## src/rtl/sat_pkg.sv

```systemverilog
// ----------------------------------------------------------------------------
// sat_pkg
// Shared types and codes for the shell argument tokenizer: parser modes,
// result kinds, byte constants and the structs passed between modules.
// ----------------------------------------------------------------------------
`timescale 1ns / 1ps
`default_nettype none

package sat_pkg;

   // parser modes
   localparam logic [2:0] MODE_ARG      = 3'd0;  // inside an unquoted argument
   localparam logic [2:0] MODE_ESC      = 3'd1;  // after an unquoted backslash
   localparam logic [2:0] MODE_ESC_CR   = 3'd2;  // after backslash-CR
   localparam logic [2:0] MODE_QUOTE    = 3'd3;  // inside quotes
   localparam logic [2:0] MODE_QESC     = 3'd4;  // backslash inside double quotes
   localparam logic [2:0] MODE_SKIP     = 3'd5;  // between arguments
   localparam logic [2:0] MODE_SKIP_BS  = 3'd6;  // backslash between arguments
   localparam logic [2:0] MODE_SKIP_BSC = 3'd7;  // backslash-CR between arguments

   // result kinds
   localparam logic [2:0] KIND_BYTE  = 3'd0;
   localparam logic [2:0] KIND_AEND  = 3'd1;
   localparam logic [2:0] KIND_CEND  = 3'd2;
   localparam logic [2:0] KIND_ESC   = 3'd3;
   localparam logic [2:0] KIND_QUOTE = 3'd4;

   // byte constants
   localparam logic [7:0] CHAR_NUL    = 8'h00;
   localparam logic [7:0] CHAR_LF     = 8'h0A;
   localparam logic [7:0] CHAR_CR     = 8'h0D;
   localparam logic [7:0] CHAR_SPACE  = 8'h20;
   localparam logic [7:0] CHAR_TAB    = 8'h09;
   localparam logic [7:0] CHAR_DQUOTE = 8'h22;
   localparam logic [7:0] CHAR_SQUOTE = 8'h27;
   localparam logic [7:0] CHAR_DOLLAR = 8'h24;
   localparam logic [7:0] CHAR_BSLASH = 8'h5C;
   localparam logic [7:0] CHAR_BTICK  = 8'h60;
   localparam logic [7:0] COUNT_MAX   = 8'hFF;

   // parser state
   typedef struct packed {
      logic [2:0] mode;
      logic       quote_is_double;
      logic [7:0] arg_counter;
   } state_type;

   localparam state_type RESET_STATE = '{mode: MODE_ARG, quote_is_double: 1'b0,
                                         arg_counter: 8'd0};

   // one result item
   typedef struct packed {
      logic [7:0] out_byte;
      logic [2:0] kind;
      logic [7:0] arg_index;
      logic       last;
   } result_type;

   // everything one input byte causes
   typedef struct packed {
      logic [1:0] cnt;
      result_type r0;
      result_type r1;
      state_type  nst;
   } step_type;

endpackage

`default_nettype wire

```

## src/rtl/shell_argument_tokenizer_top.sv

```systemverilog
// ----------------------------------------------------------------------------
// shell_argument_tokenizer_top
// Splits a zero-terminated command line, one byte per item, into Bourne-style
// arguments and emits argument bytes, argument ends and the command end.
// ----------------------------------------------------------------------------
//  channel | direction | ports                                        | handshake
//  req     | in        | req_in_byte                                  | req_valid / req_stall
//  rsp     | out       | rsp_out_byte rsp_kind rsp_arg_index rsp_last | rsp_valid / rsp_stall
//
//  One byte is accepted per cycle while req_stall is low; its results appear in the result
//  queue the next cycle. Throughput is one item per cycle unless stalled, set by the single
//  parser state update per byte; a byte that yields two results takes an extra output
//  slot, absorbed by the four-entry result queue.
//  req_stall rises while the queue holds three or more results.
//  Reset (synchronous) empties the queue and returns the parser to the
//  unquoted mode with the first argument open.
// ----------------------------------------------------------------------------
`timescale 1ns / 1ps
`default_nettype none

module shell_argument_tokenizer_top (
   input  wire logic       clock,
   input  wire logic       reset,
   input  wire logic       req_valid,
   output logic            req_stall,
   input  wire logic [7:0] req_in_byte,
   output logic            rsp_valid,
   input  wire logic       rsp_stall,
   output logic [7:0]      rsp_out_byte,
   output logic [2:0]      rsp_kind,
   output logic [7:0]      rsp_arg_index,
   output logic            rsp_last
);

   sat_pkg::state_type  state_ff;
   sat_pkg::step_type   step;
   sat_pkg::result_type queue_ff [4];
   logic [1:0]          wr_ptr_ff;
   logic [1:0]          wr_ptr_in;
   logic [1:0]          rd_ptr_ff;
   logic [1:0]          rd_ptr_in;
   logic [2:0]          count_ff;
   logic [2:0]          count_in;
   logic                push;
   logic                pop;
   logic [1:0]          push_cnt;

   // parser step
   sat_step u_step (
      .st   (state_ff),
      .c    (req_in_byte),
      .step (step)
   );

   // handshake
   assign req_stall = (count_ff > 3'd2);
   assign push      = req_valid && !req_stall;
   assign rsp_valid = (count_ff != 3'd0);
   assign pop       = rsp_valid && !rsp_stall;
   assign push_cnt  = push ? step.cnt : 2'd0;

   // queue pointers and fill
   assign wr_ptr_in = wr_ptr_ff + push_cnt;
   assign rd_ptr_in = rd_ptr_ff + {1'b0, pop};
   assign count_in  = count_ff + {1'b0, push_cnt} - {2'b00, pop};

   // control registers
   always_ff @(posedge clock) begin
      if (reset) begin
         state_ff  <= sat_pkg::RESET_STATE;
         wr_ptr_ff <= 2'd0;
         rd_ptr_ff <= 2'd0;
         count_ff  <= 3'd0;
      end else begin
         if (push) begin
            state_ff <= step.nst;
         end
         wr_ptr_ff <= wr_ptr_in;
         rd_ptr_ff <= rd_ptr_in;
         count_ff  <= count_in;
      end
   end

   // result queue storage
   always_ff @(posedge clock) begin
      if (push && (push_cnt != 2'd0)) begin
         queue_ff[wr_ptr_ff] <= step.r0;
      end
      if (push && (push_cnt == 2'd2)) begin
         queue_ff[wr_ptr_ff + 2'd1] <= step.r1;
      end
   end

   // result outputs
   assign rsp_out_byte  = queue_ff[rd_ptr_ff].out_byte;
   assign rsp_kind      = queue_ff[rd_ptr_ff].kind;
   assign rsp_arg_index = queue_ff[rd_ptr_ff].arg_index;
   assign rsp_last      = queue_ff[rd_ptr_ff].last;

endmodule

`default_nettype wire

```

## src/rtl/sat_step.sv

```systemverilog
// ----------------------------------------------------------------------------
// sat_step
// Combinational parser step: from the current state and one command byte,
// the next state and up to two result items.
// ----------------------------------------------------------------------------
`timescale 1ns / 1ps
`default_nettype none

module sat_step (
   input  wire sat_pkg::state_type st,
   input  wire logic [7:0]         c,
   output sat_pkg::step_type       step
);

   function automatic sat_pkg::result_type mk(input logic [2:0] kind, input logic [7:0] b,
                                              input logic [7:0] idx, input logic last);
      sat_pkg::result_type r;
      r.out_byte  = b;
      r.kind      = kind;
      r.arg_index = idx;
      r.last      = last;
      return r;
   endfunction

   function automatic logic is_ws(input logic [7:0] b);
      return (b == sat_pkg::CHAR_SPACE) || ((b >= sat_pkg::CHAR_TAB) && (b <= sat_pkg::CHAR_CR));
   endfunction

   function automatic sat_pkg::state_type bump(input sat_pkg::state_type s);
      sat_pkg::state_type t;
      t = s;
      if (s.arg_counter != sat_pkg::COUNT_MAX) begin
         t.arg_counter = s.arg_counter + 8'd1;
      end
      return t;
   endfunction

   // error or command end: one last result and back to reset
   function automatic sat_pkg::step_type fin(input logic [2:0] kind,
                                             input sat_pkg::state_type s);
      sat_pkg::step_type o;
      o.cnt = 2'd1;
      o.r0  = mk(kind, sat_pkg::CHAR_NUL, s.arg_counter, 1'b1);
      o.r1  = '0;
      o.nst = sat_pkg::RESET_STATE;
      return o;
   endfunction

   // byte inside an unquoted argument
   function automatic sat_pkg::step_type arg_fn(input logic [7:0] b,
                                                input sat_pkg::state_type s);
      sat_pkg::step_type o;
      o.cnt      = 2'd0;
      o.r0       = mk(sat_pkg::KIND_BYTE, b, s.arg_counter, 1'b0);
      o.r1       = '0;
      o.nst      = s;
      o.nst.mode = sat_pkg::MODE_ARG;
      if (b == sat_pkg::CHAR_NUL) begin
         o = fin(sat_pkg::KIND_CEND, s);
      end else if (b == sat_pkg::CHAR_SQUOTE || b == sat_pkg::CHAR_DQUOTE) begin
         o.nst.mode            = sat_pkg::MODE_QUOTE;
         o.nst.quote_is_double = (b == sat_pkg::CHAR_DQUOTE);
      end else if (is_ws(b)) begin
         o.cnt      = 2'd1;
         o.r0       = mk(sat_pkg::KIND_AEND, sat_pkg::CHAR_NUL, s.arg_counter, 1'b0);
         o.nst.mode = sat_pkg::MODE_SKIP;
      end else if (b == sat_pkg::CHAR_BSLASH) begin
         o.nst.mode = sat_pkg::MODE_ESC;
      end else begin
         o.cnt = 2'd1;
      end
      return o;
   endfunction

   // byte after an unquoted backslash
   function automatic sat_pkg::step_type esc_fn(input logic [7:0] b,
                                                input sat_pkg::state_type s);
      sat_pkg::step_type o;
      o.cnt = 2'd0;
      o.r0  = mk(sat_pkg::KIND_BYTE, b, s.arg_counter, 1'b0);
      o.r1  = '0;
      o.nst = s;
      if (b == sat_pkg::CHAR_LF) begin
         o.cnt      = 2'd1;
         o.r0       = mk(sat_pkg::KIND_AEND, sat_pkg::CHAR_NUL, s.arg_counter, 1'b0);
         o.nst.mode = sat_pkg::MODE_SKIP;
      end else if (b == sat_pkg::CHAR_CR) begin
         o.nst.mode = sat_pkg::MODE_ESC_CR;
      end else if (b == sat_pkg::CHAR_NUL) begin
         o = fin(sat_pkg::KIND_ESC, s);
      end else begin
         o.cnt      = 2'd1;
         o.nst.mode = sat_pkg::MODE_ARG;
      end
      return o;
   endfunction

   // byte after backslash-CR; a lone CR is kept and the byte parsed again
   function automatic sat_pkg::step_type esc_cr_fn(input logic [7:0] b,
                                                   input sat_pkg::state_type s);
      sat_pkg::step_type o;
      sat_pkg::step_type a;
      a = arg_fn(b, s);
      if (b == sat_pkg::CHAR_LF) begin
         o.cnt      = 2'd1;
         o.r0       = mk(sat_pkg::KIND_AEND, sat_pkg::CHAR_NUL, s.arg_counter, 1'b0);
         o.r1       = '0;
         o.nst      = s;
         o.nst.mode = sat_pkg::MODE_SKIP;
      end else begin
         o.cnt = a.cnt + 2'd1;
         o.r0  = mk(sat_pkg::KIND_BYTE, sat_pkg::CHAR_CR, s.arg_counter, 1'b0);
         o.r1  = a.r0;
         o.nst = a.nst;
      end
      return o;
   endfunction

   logic [7:0] close_quote;
   logic       keep_bslash;

   assign close_quote = st.quote_is_double ? sat_pkg::CHAR_DQUOTE : sat_pkg::CHAR_SQUOTE;
   assign keep_bslash = (c != sat_pkg::CHAR_BSLASH) && (c != sat_pkg::CHAR_DQUOTE) &&
                        (c != sat_pkg::CHAR_BTICK) && (c != sat_pkg::CHAR_DOLLAR) &&
                        (c != sat_pkg::CHAR_LF);

   // mode dispatch
   always_comb begin
      step.cnt = 2'd0;
      step.r0  = mk(sat_pkg::KIND_BYTE, c, st.arg_counter, 1'b0);
      step.r1  = '0;
      step.nst = st;
      case (st.mode)
         sat_pkg::MODE_ARG: begin
            step = arg_fn(c, st);
         end
         sat_pkg::MODE_ESC: begin
            step = esc_fn(c, st);
         end
         sat_pkg::MODE_ESC_CR: begin
            step = esc_cr_fn(c, st);
         end
         sat_pkg::MODE_QUOTE: begin
            if (c == sat_pkg::CHAR_NUL) begin
               step = fin(sat_pkg::KIND_CEND, st);
            end else if (c == close_quote) begin
               step.nst.mode = sat_pkg::MODE_ARG;
            end else if (c == sat_pkg::CHAR_BSLASH && st.quote_is_double) begin
               step.nst.mode = sat_pkg::MODE_QESC;
            end else begin
               step.cnt = 2'd1;
            end
         end
         sat_pkg::MODE_QESC: begin
            if (c == sat_pkg::CHAR_NUL) begin
               step = fin(sat_pkg::KIND_QUOTE, st);
            end else begin
               step.nst.mode = sat_pkg::MODE_QUOTE;
               if (keep_bslash) begin
                  step.cnt = 2'd2;
                  step.r0  = mk(sat_pkg::KIND_BYTE, sat_pkg::CHAR_BSLASH, st.arg_counter, 1'b0);
                  step.r1  = mk(sat_pkg::KIND_BYTE, c, st.arg_counter, 1'b0);
               end else begin
                  step.cnt = 2'd1;
               end
            end
         end
         sat_pkg::MODE_SKIP: begin
            if (c == sat_pkg::CHAR_NUL) begin
               step = fin(sat_pkg::KIND_CEND, st);
            end else if (is_ws(c)) begin
               step.nst = st;
            end else if (c == sat_pkg::CHAR_BSLASH) begin
               step.nst.mode = sat_pkg::MODE_SKIP_BS;
            end else begin
               step = arg_fn(c, bump(st));
            end
         end
         sat_pkg::MODE_SKIP_BS: begin
            if (c == sat_pkg::CHAR_LF) begin
               step.nst.mode = sat_pkg::MODE_SKIP;
            end else if (c == sat_pkg::CHAR_CR) begin
               step.nst.mode = sat_pkg::MODE_SKIP_BSC;
            end else begin
               step = esc_fn(c, bump(st));
            end
         end
         sat_pkg::MODE_SKIP_BSC: begin
            if (c == sat_pkg::CHAR_LF) begin
               step.nst.mode = sat_pkg::MODE_SKIP;
            end else begin
               step = esc_cr_fn(c, bump(st));
            end
         end
         default: begin
            step = arg_fn(c, sat_pkg::RESET_STATE);
         end
      endcase
   end

endmodule

`default_nettype wire
```

## config.mk

```make
export PLATFORM = sky130hd
export DESIGN_NAME = shell_argument_tokenizer_top
export DESIGN_NICKNAME = d
export VERILOG_FILES = /design/src/rtl/sat_pkg.sv /design/src/rtl/shell_argument_tokenizer_top.sv /design/src/rtl/sat_step.sv
export SDC_FILE = /design/constraint.sdc
export NUM_CORES = 1
export LEC_CHECK = 0
export ABC_AREA = 1
export BUFFER_PORTS_ARGS = -buffer_cell sky130_fd_sc_hd__buf_2
export CORE_ASPECT_RATIO = 0.8
export CORE_UTILIZATION = 40
export DETAILED_ROUTE_END_ITERATION = 6
export HOLD_SLACK_MARGIN = 0.08
export PLACE_DENSITY = 0.63
export SLEW_MARGIN = 20
export SYNTH_ARGS = -nofsm -noshare
export SYNTH_HDL_FRONTEND = slang
export SYNTH_SLANG_ARGS = --single-unit
```

## constraint.sdc

```tcl
create_clock -name clock -period 7.8 [get_ports clock]
set_clock_uncertainty 0.05 [all_clocks]
set_input_delay 0 -clock clock [delete_from_list [all_inputs] [get_ports clock]]
set_output_delay 0 -clock clock [all_outputs]
set_load 0.02 [all_outputs]
```

Word level (Yosys, flattened, before mapping):

Memories as Yosys holds them, arrays and structs flattened. A register that Yosys moved wholly into a read port is not among the register bits.
Index checks and enable logic that the tools add are counted.

* register bits: 19
* input port bits: 12
* memories kept: 1
* logic and storage cells: 136
* memory bits (writable): 80

* add/subtract/negate cells: 8
* eq/ne operators: 31
* reduce and logical (&&, ||, !) cells: 21
* mux-type cells: 66
* magnitude comparators: 3

Memory list
* queue_ff: words 4, bits a word 20, read ports 1, clocked after memory_dff 1, wr ports 2, RTL line shell_argument_tokenizer_top.sv:37 `sat_pkg::result_type queue_ff [4];`

Operators by type and width (count)
* $pmux 54 s8: 1
* $mux 40: 4
* $mux 22: 7
* $mux 42: 3
* $mux 41: 3
* $mux 54: 2
* $mux 9: 8
* $mux 20: 3
* $mux 45: 1
* $mux 21: 2
* $mux 3: 11
* $eq 8x6->1 const B: 3
* $mux 8: 3
* $eq 8x4->1 const B: 2
* $mux 2: 8
* $ne 8x6->1 const B: 2
* $ne 8x7->1 const B: 2
* $eq 3x3->1 const B: 4
* $mux 12: 1
* $ne 2x2->1 const B: 6
* $logic_and 1x1->1: 10
* $reduce_and 10->1: 1
* $reduce_and 9->1: 1
* $add 8x1->8 const B: 1
* 27 further kinds: 40

Depth between registers and ports, before layout:

* depth in word-level cells: 16
* gate-level depth with buffers: 20
* mapped depth without buffers: 20

By module:

A second synthesis with hierarchy kept.

* cell total of the unflattened synthesis: 1046
* area, all modules: 7283.2 sq um

By module, submodules not included
* shell_argument_tokenizer_top: cells an instance 581, times used 1, area an instance 5064.9 sq um
* sat_step: cells an instance 465, times used 1, area an instance 2218.4 sq um

Least setup slack after synthesis:

No wires, ideal clock.

* path type: register -> register
* from: register count_ff[2]
* to: register count_ff[2]
* setup slack: 5323 ps
* data arrival time: 2300 ps
* setup time: 128 ps
* clock period less this slack: 2477 ps
* cell stages (with the launch flop): 14
* path buffers: 0
* data required time: 7622 ps
* path through: dfxtp_1 -> nor2_1 -> nor2_1 -> nor2_1 -> a21boi_0 -> nand2_2 -> ha_1 -> inv_1 -> ha_1 -> inv_1 -> fa_1 -> xor2_1 -> inv_1 -> nor2_1

* word-level cells in the longest chain between the ends: 6

Ends and longest elaborated chain
* from (decl): RTL line shell_argument_tokenizer_top.sv:42 `logic [2:0] count_ff;`
* from (signal assigned): RTL line shell_argument_tokenizer_top.sv:80 `count_ff <= count_in;`
* $gt 3x2->1: RTL line shell_argument_tokenizer_top.sv:56 `assign req_stall = (count_ff > 3'd2);`
* named net req_stall: RTL line shell_argument_tokenizer_top.sv:25 `output logic req_stall,`
* $logic_not 1->1: RTL line shell_argument_tokenizer_top.sv:57 `assign push = req_valid && !req_stall;`
* $logic_and 1x1->1: RTL line shell_argument_tokenizer_top.sv:57
* $mux 2: RTL line shell_argument_tokenizer_top.sv:60 `assign push_cnt = push ? step.cnt : 2'd0;`
* $add 3x2->3: RTL line shell_argument_tokenizer_top.sv:65 `assign count_in = count_ff + {1'b0, push_cnt} - {2'b00, pop};`
* $sub 3x1->3: RTL line shell_argument_tokenizer_top.sv:65

The timed path passes the listed nets, and every way through them passes these cells.
A chain may end at the register's enable or synchronous reset.

==> impl_metrics.tcl <==
set metrics [dict create \
    status "complete, no violations" \
    dr.pass1.iters 7 \
    fin_cells 1003 \
    grt_pass1_vias 5130 \
    hp-class "input pin to flop" \
    synth-edff-count 76 \
    ys_ff_latch 99 \
    layout_min_cycle_time_ns 3.72 \
    antenna_found_initial 0 \
    avgSynthCellArea_sq_um 7.79 \
    finalCritPeriodShare 0.476 \
    register_area_sq_um 2740 \
    grt_pass1_wl_um 27900 \
    placed_cell_area_sq_um 6400 \
    startpoint_type "flop" \
    track_usage 0.228 \
    cp_slowest_stage_delay_ns 0.61 \
    cts.sinks 99 \
    slew_violations 0 \
    syn_nets 806 \
    power.leakage_uw 0.00277 \
    hold_violations 0 \
    synthCells 787 \
    path_class "flop to flop" \
    numCtsBuffers 9 \
    drt_wl_total_um 17500 \
    htreeDepth 3 \
    drive_above_1_share 0.123 \
    p_clk_frac 0.206 \
    die_w_um 140 \
    cts_tree "yes" \
    start_util 0.408 \
    cts_resized 0 \
    cp.required_ns 7.85 \
    row_count 40 \
    cp_max_fo 33 \
    syn-cell-area_sq_um 6130 \
    maxCapViolCount 0 \
    yosysSeqAreaShare 0.448 \
    dp_hpwl_um 12900 \
    drt_drc_violations_left 0 \
    seqPwrFrac 0.375 \
    die_h_um 113 \
    pwr-share-comb 0.419 \
    antenna_cells 0 \
    crit_chain "inv_1 > nand2_1 > nor2_1 > a21oi_1 > nand3_1 > nor3_1 > nand3_1 > nand2_2 > nand2_4 > nand2_2 > nand2_1 > and2_1" \
    final-setup-viol-count 0 \
    place_congestion 0.933 \
    synthToLayoutAreaGrowth_pct 9.02 \
    finalInstanceArea_sq_um 6680 \
    layout_commonest_cell "nand2_1" \
    synth_flop_cell "edfxtp_1" \
    boundaryPins 34 \
    synth_cell_types 47 \
    dp_cells 986 \
    clk_path_buf_depth 2 \
    power.internal_uw 1160 \
    vias 5619 \
    root_buffer "clkbuf_16" \
    die_area_sq_um 15800 \
    cp.arrival_ns 3.77 \
    clk_pin_slew_ns 0.07 \
    yosys_warnings 0 \
    ant_nets 0 \
    maxSlewHeadroom 0.352 \
    p_per_area_nw_per_um2 307 \
    tightestPinTransition_ns 0.968 \
    port_buffers 33 \
    grt_overflow 0 \
    rsz0062_at_grt "false" \
    tns_ns 0 \
    multi_input_comb_area_sq_um 2920 \
    sw_frac_of_total 0.435 \
    clk-insertion-delay-late_ns 0.34 \
    ir_drop_mv 0.130 \
    fillers 1514 \
    core_sq_um 15000 \
    final_nets 828 \
    drt-initial-drc-count 564 \
    endpoint_kind "flop" \
    hold_ws_ns 0.113 \
    mostFrequentLayoutCells "175 x nand2_1, 102 x nor2_1, 76 x edfxtp_1" \
    fmax_mhz 269 \
    p_sw_uw 892 \
    post_cts_buffers 0 \
    postSynth.asyncResetShare 0 \
    routedWlPerCell_um 17.4 \
    grt_max_degree 43 \
    viasPerCell 5.60 \
    utilization 0.445 \
    worst_path_max_delay_cell "nand2_1" \
]
==> per-stage QoR <==
stage               total power, uW  worst slack [ns]
detailed placement             1630              4.18
global placement               1630              4.31
finish                         2050              4.08
global route                   2180              3.79
floorplan                      1380              5.32
CTS                            2050              4.18
==> critical path, delay by kind of cell (launching register included) <==
kind	cells	cell delay (ns)
DFF	1	0.55
and+or+nand+nor	10	2.48
AOI/OAI and AO/OA	1	0.15
buffers and inverters	1	0.22
==> power groups by stage <==
| stage | sequential, uW | clock (uW) | combinational [uW] |
|---|---|---|---|
| floorplan | 750 | 0 | 627 |
| global placement | 778 | 0 | 854 |
| detailed placement | 778 | 0 | 852 |
| CTS | 766 | 426 | 855 |
| global route | 778 | 451 | 947 |
| finish | 768 | 423 | 859 |
==> what timing repair did <==
| item | 4_1_cts | 5_1_grt |
|---|---|---|
| endpoints found under the setup margin | 0 | 0 |
| hold endpoints to repair | 14 | 0 |
| hold buffers | 1 | 0 |
==> sequential cells by signal, indices dropped and copies added, names as in the netlist <==
register	count
wr_ptr_ff	2
queue_ff	80
rd_ptr_ff	2
state_ff	12
count_ff	3
==> routing by layer <==
| metal | GRT usage | wire length (um) | up-vias |
|---|---|---|---|
| li1 | - | - | 2733 |
| met1 | 0.345 | 8500 | 2637 |
| met2 | 0.323 | 7200 | 227 |
| met3 | 0.0546 | 1510 | 22 |
| met4 | 0.0557 | 244 | 0 |
| met5 | 0 | 0 | - |
==> worst paths after layout <==
kind	start	to	slack, ns	depth (start not counted)
setup reg to reg	state_ff[11]	queue_ff[3][9]	4.08	12
setup / recovery	state_ff[11]	queue_ff[3][9]	4.08	12
hold / removal	req_in_byte[5]	queue_ff[1][17]	0.11	3
hold reg to reg	queue_ff[1][11]	queue_ff[1][11]	0.43	2
==> cell usage after synthesis, types with 2 or more instances <==
master	count	area (sq um)
a211oi_1	2	15.0
a21boi_0	10	75.1
a21boi_1	6	45.0
a21oi_1	26	130
a22oi_1	3	22.5
a31oi_1	3	18.8
and2_1	2	12.5
buf_2	5	25.0
buf_6	7	78.8
clkbuf_1	14	52.6
dfxtp_1	23	460
edfxtp_1	76	2280
ha_1	6	75.1
inv_1	67	251
inv_2	12	45.0
nand2_1	175	657
nand2_2	8	50.1
nand2_4	7	78.8
nand3_1	50	250
nor2_1	102	383
nor2_2	8	50.1
nor3_1	10	50.1
nor3_2	3	30.0
o2111ai_1	3	26.3
o211ai_1	8	60.1
o21ai_0	66	330
o21ai_1	28	140
o21ai_2	5	43.8
o22ai_1	29	181
xnor2_1	3	26.3
xor2_1	4	35.0
==> cell type report <==
type                    instances  share of cell area
clock buffers                  10              0.0343
clock inverters                 6             0.00693
inverters                      81              0.0459
multi-input cells             580               0.436
flip-flops and latches         99               0.410
well taps                     189              0.0354
repair buffers                 38              0.0307
==> cell families after synthesis <==
| group | share of synthesized area |
|---|---|
| AND/OR/NAND/NOR | 0.261 |
| AO/OA/AOI/OAI | 0.189 |
| buffers and inverters | 0.0768 |
| flip-flops | 0.448 |
| XOR/XNOR | 0.0100 |
| adder cells (fa/ha/maj) | 0.0155 |
(Power assumes the default switching activity.)
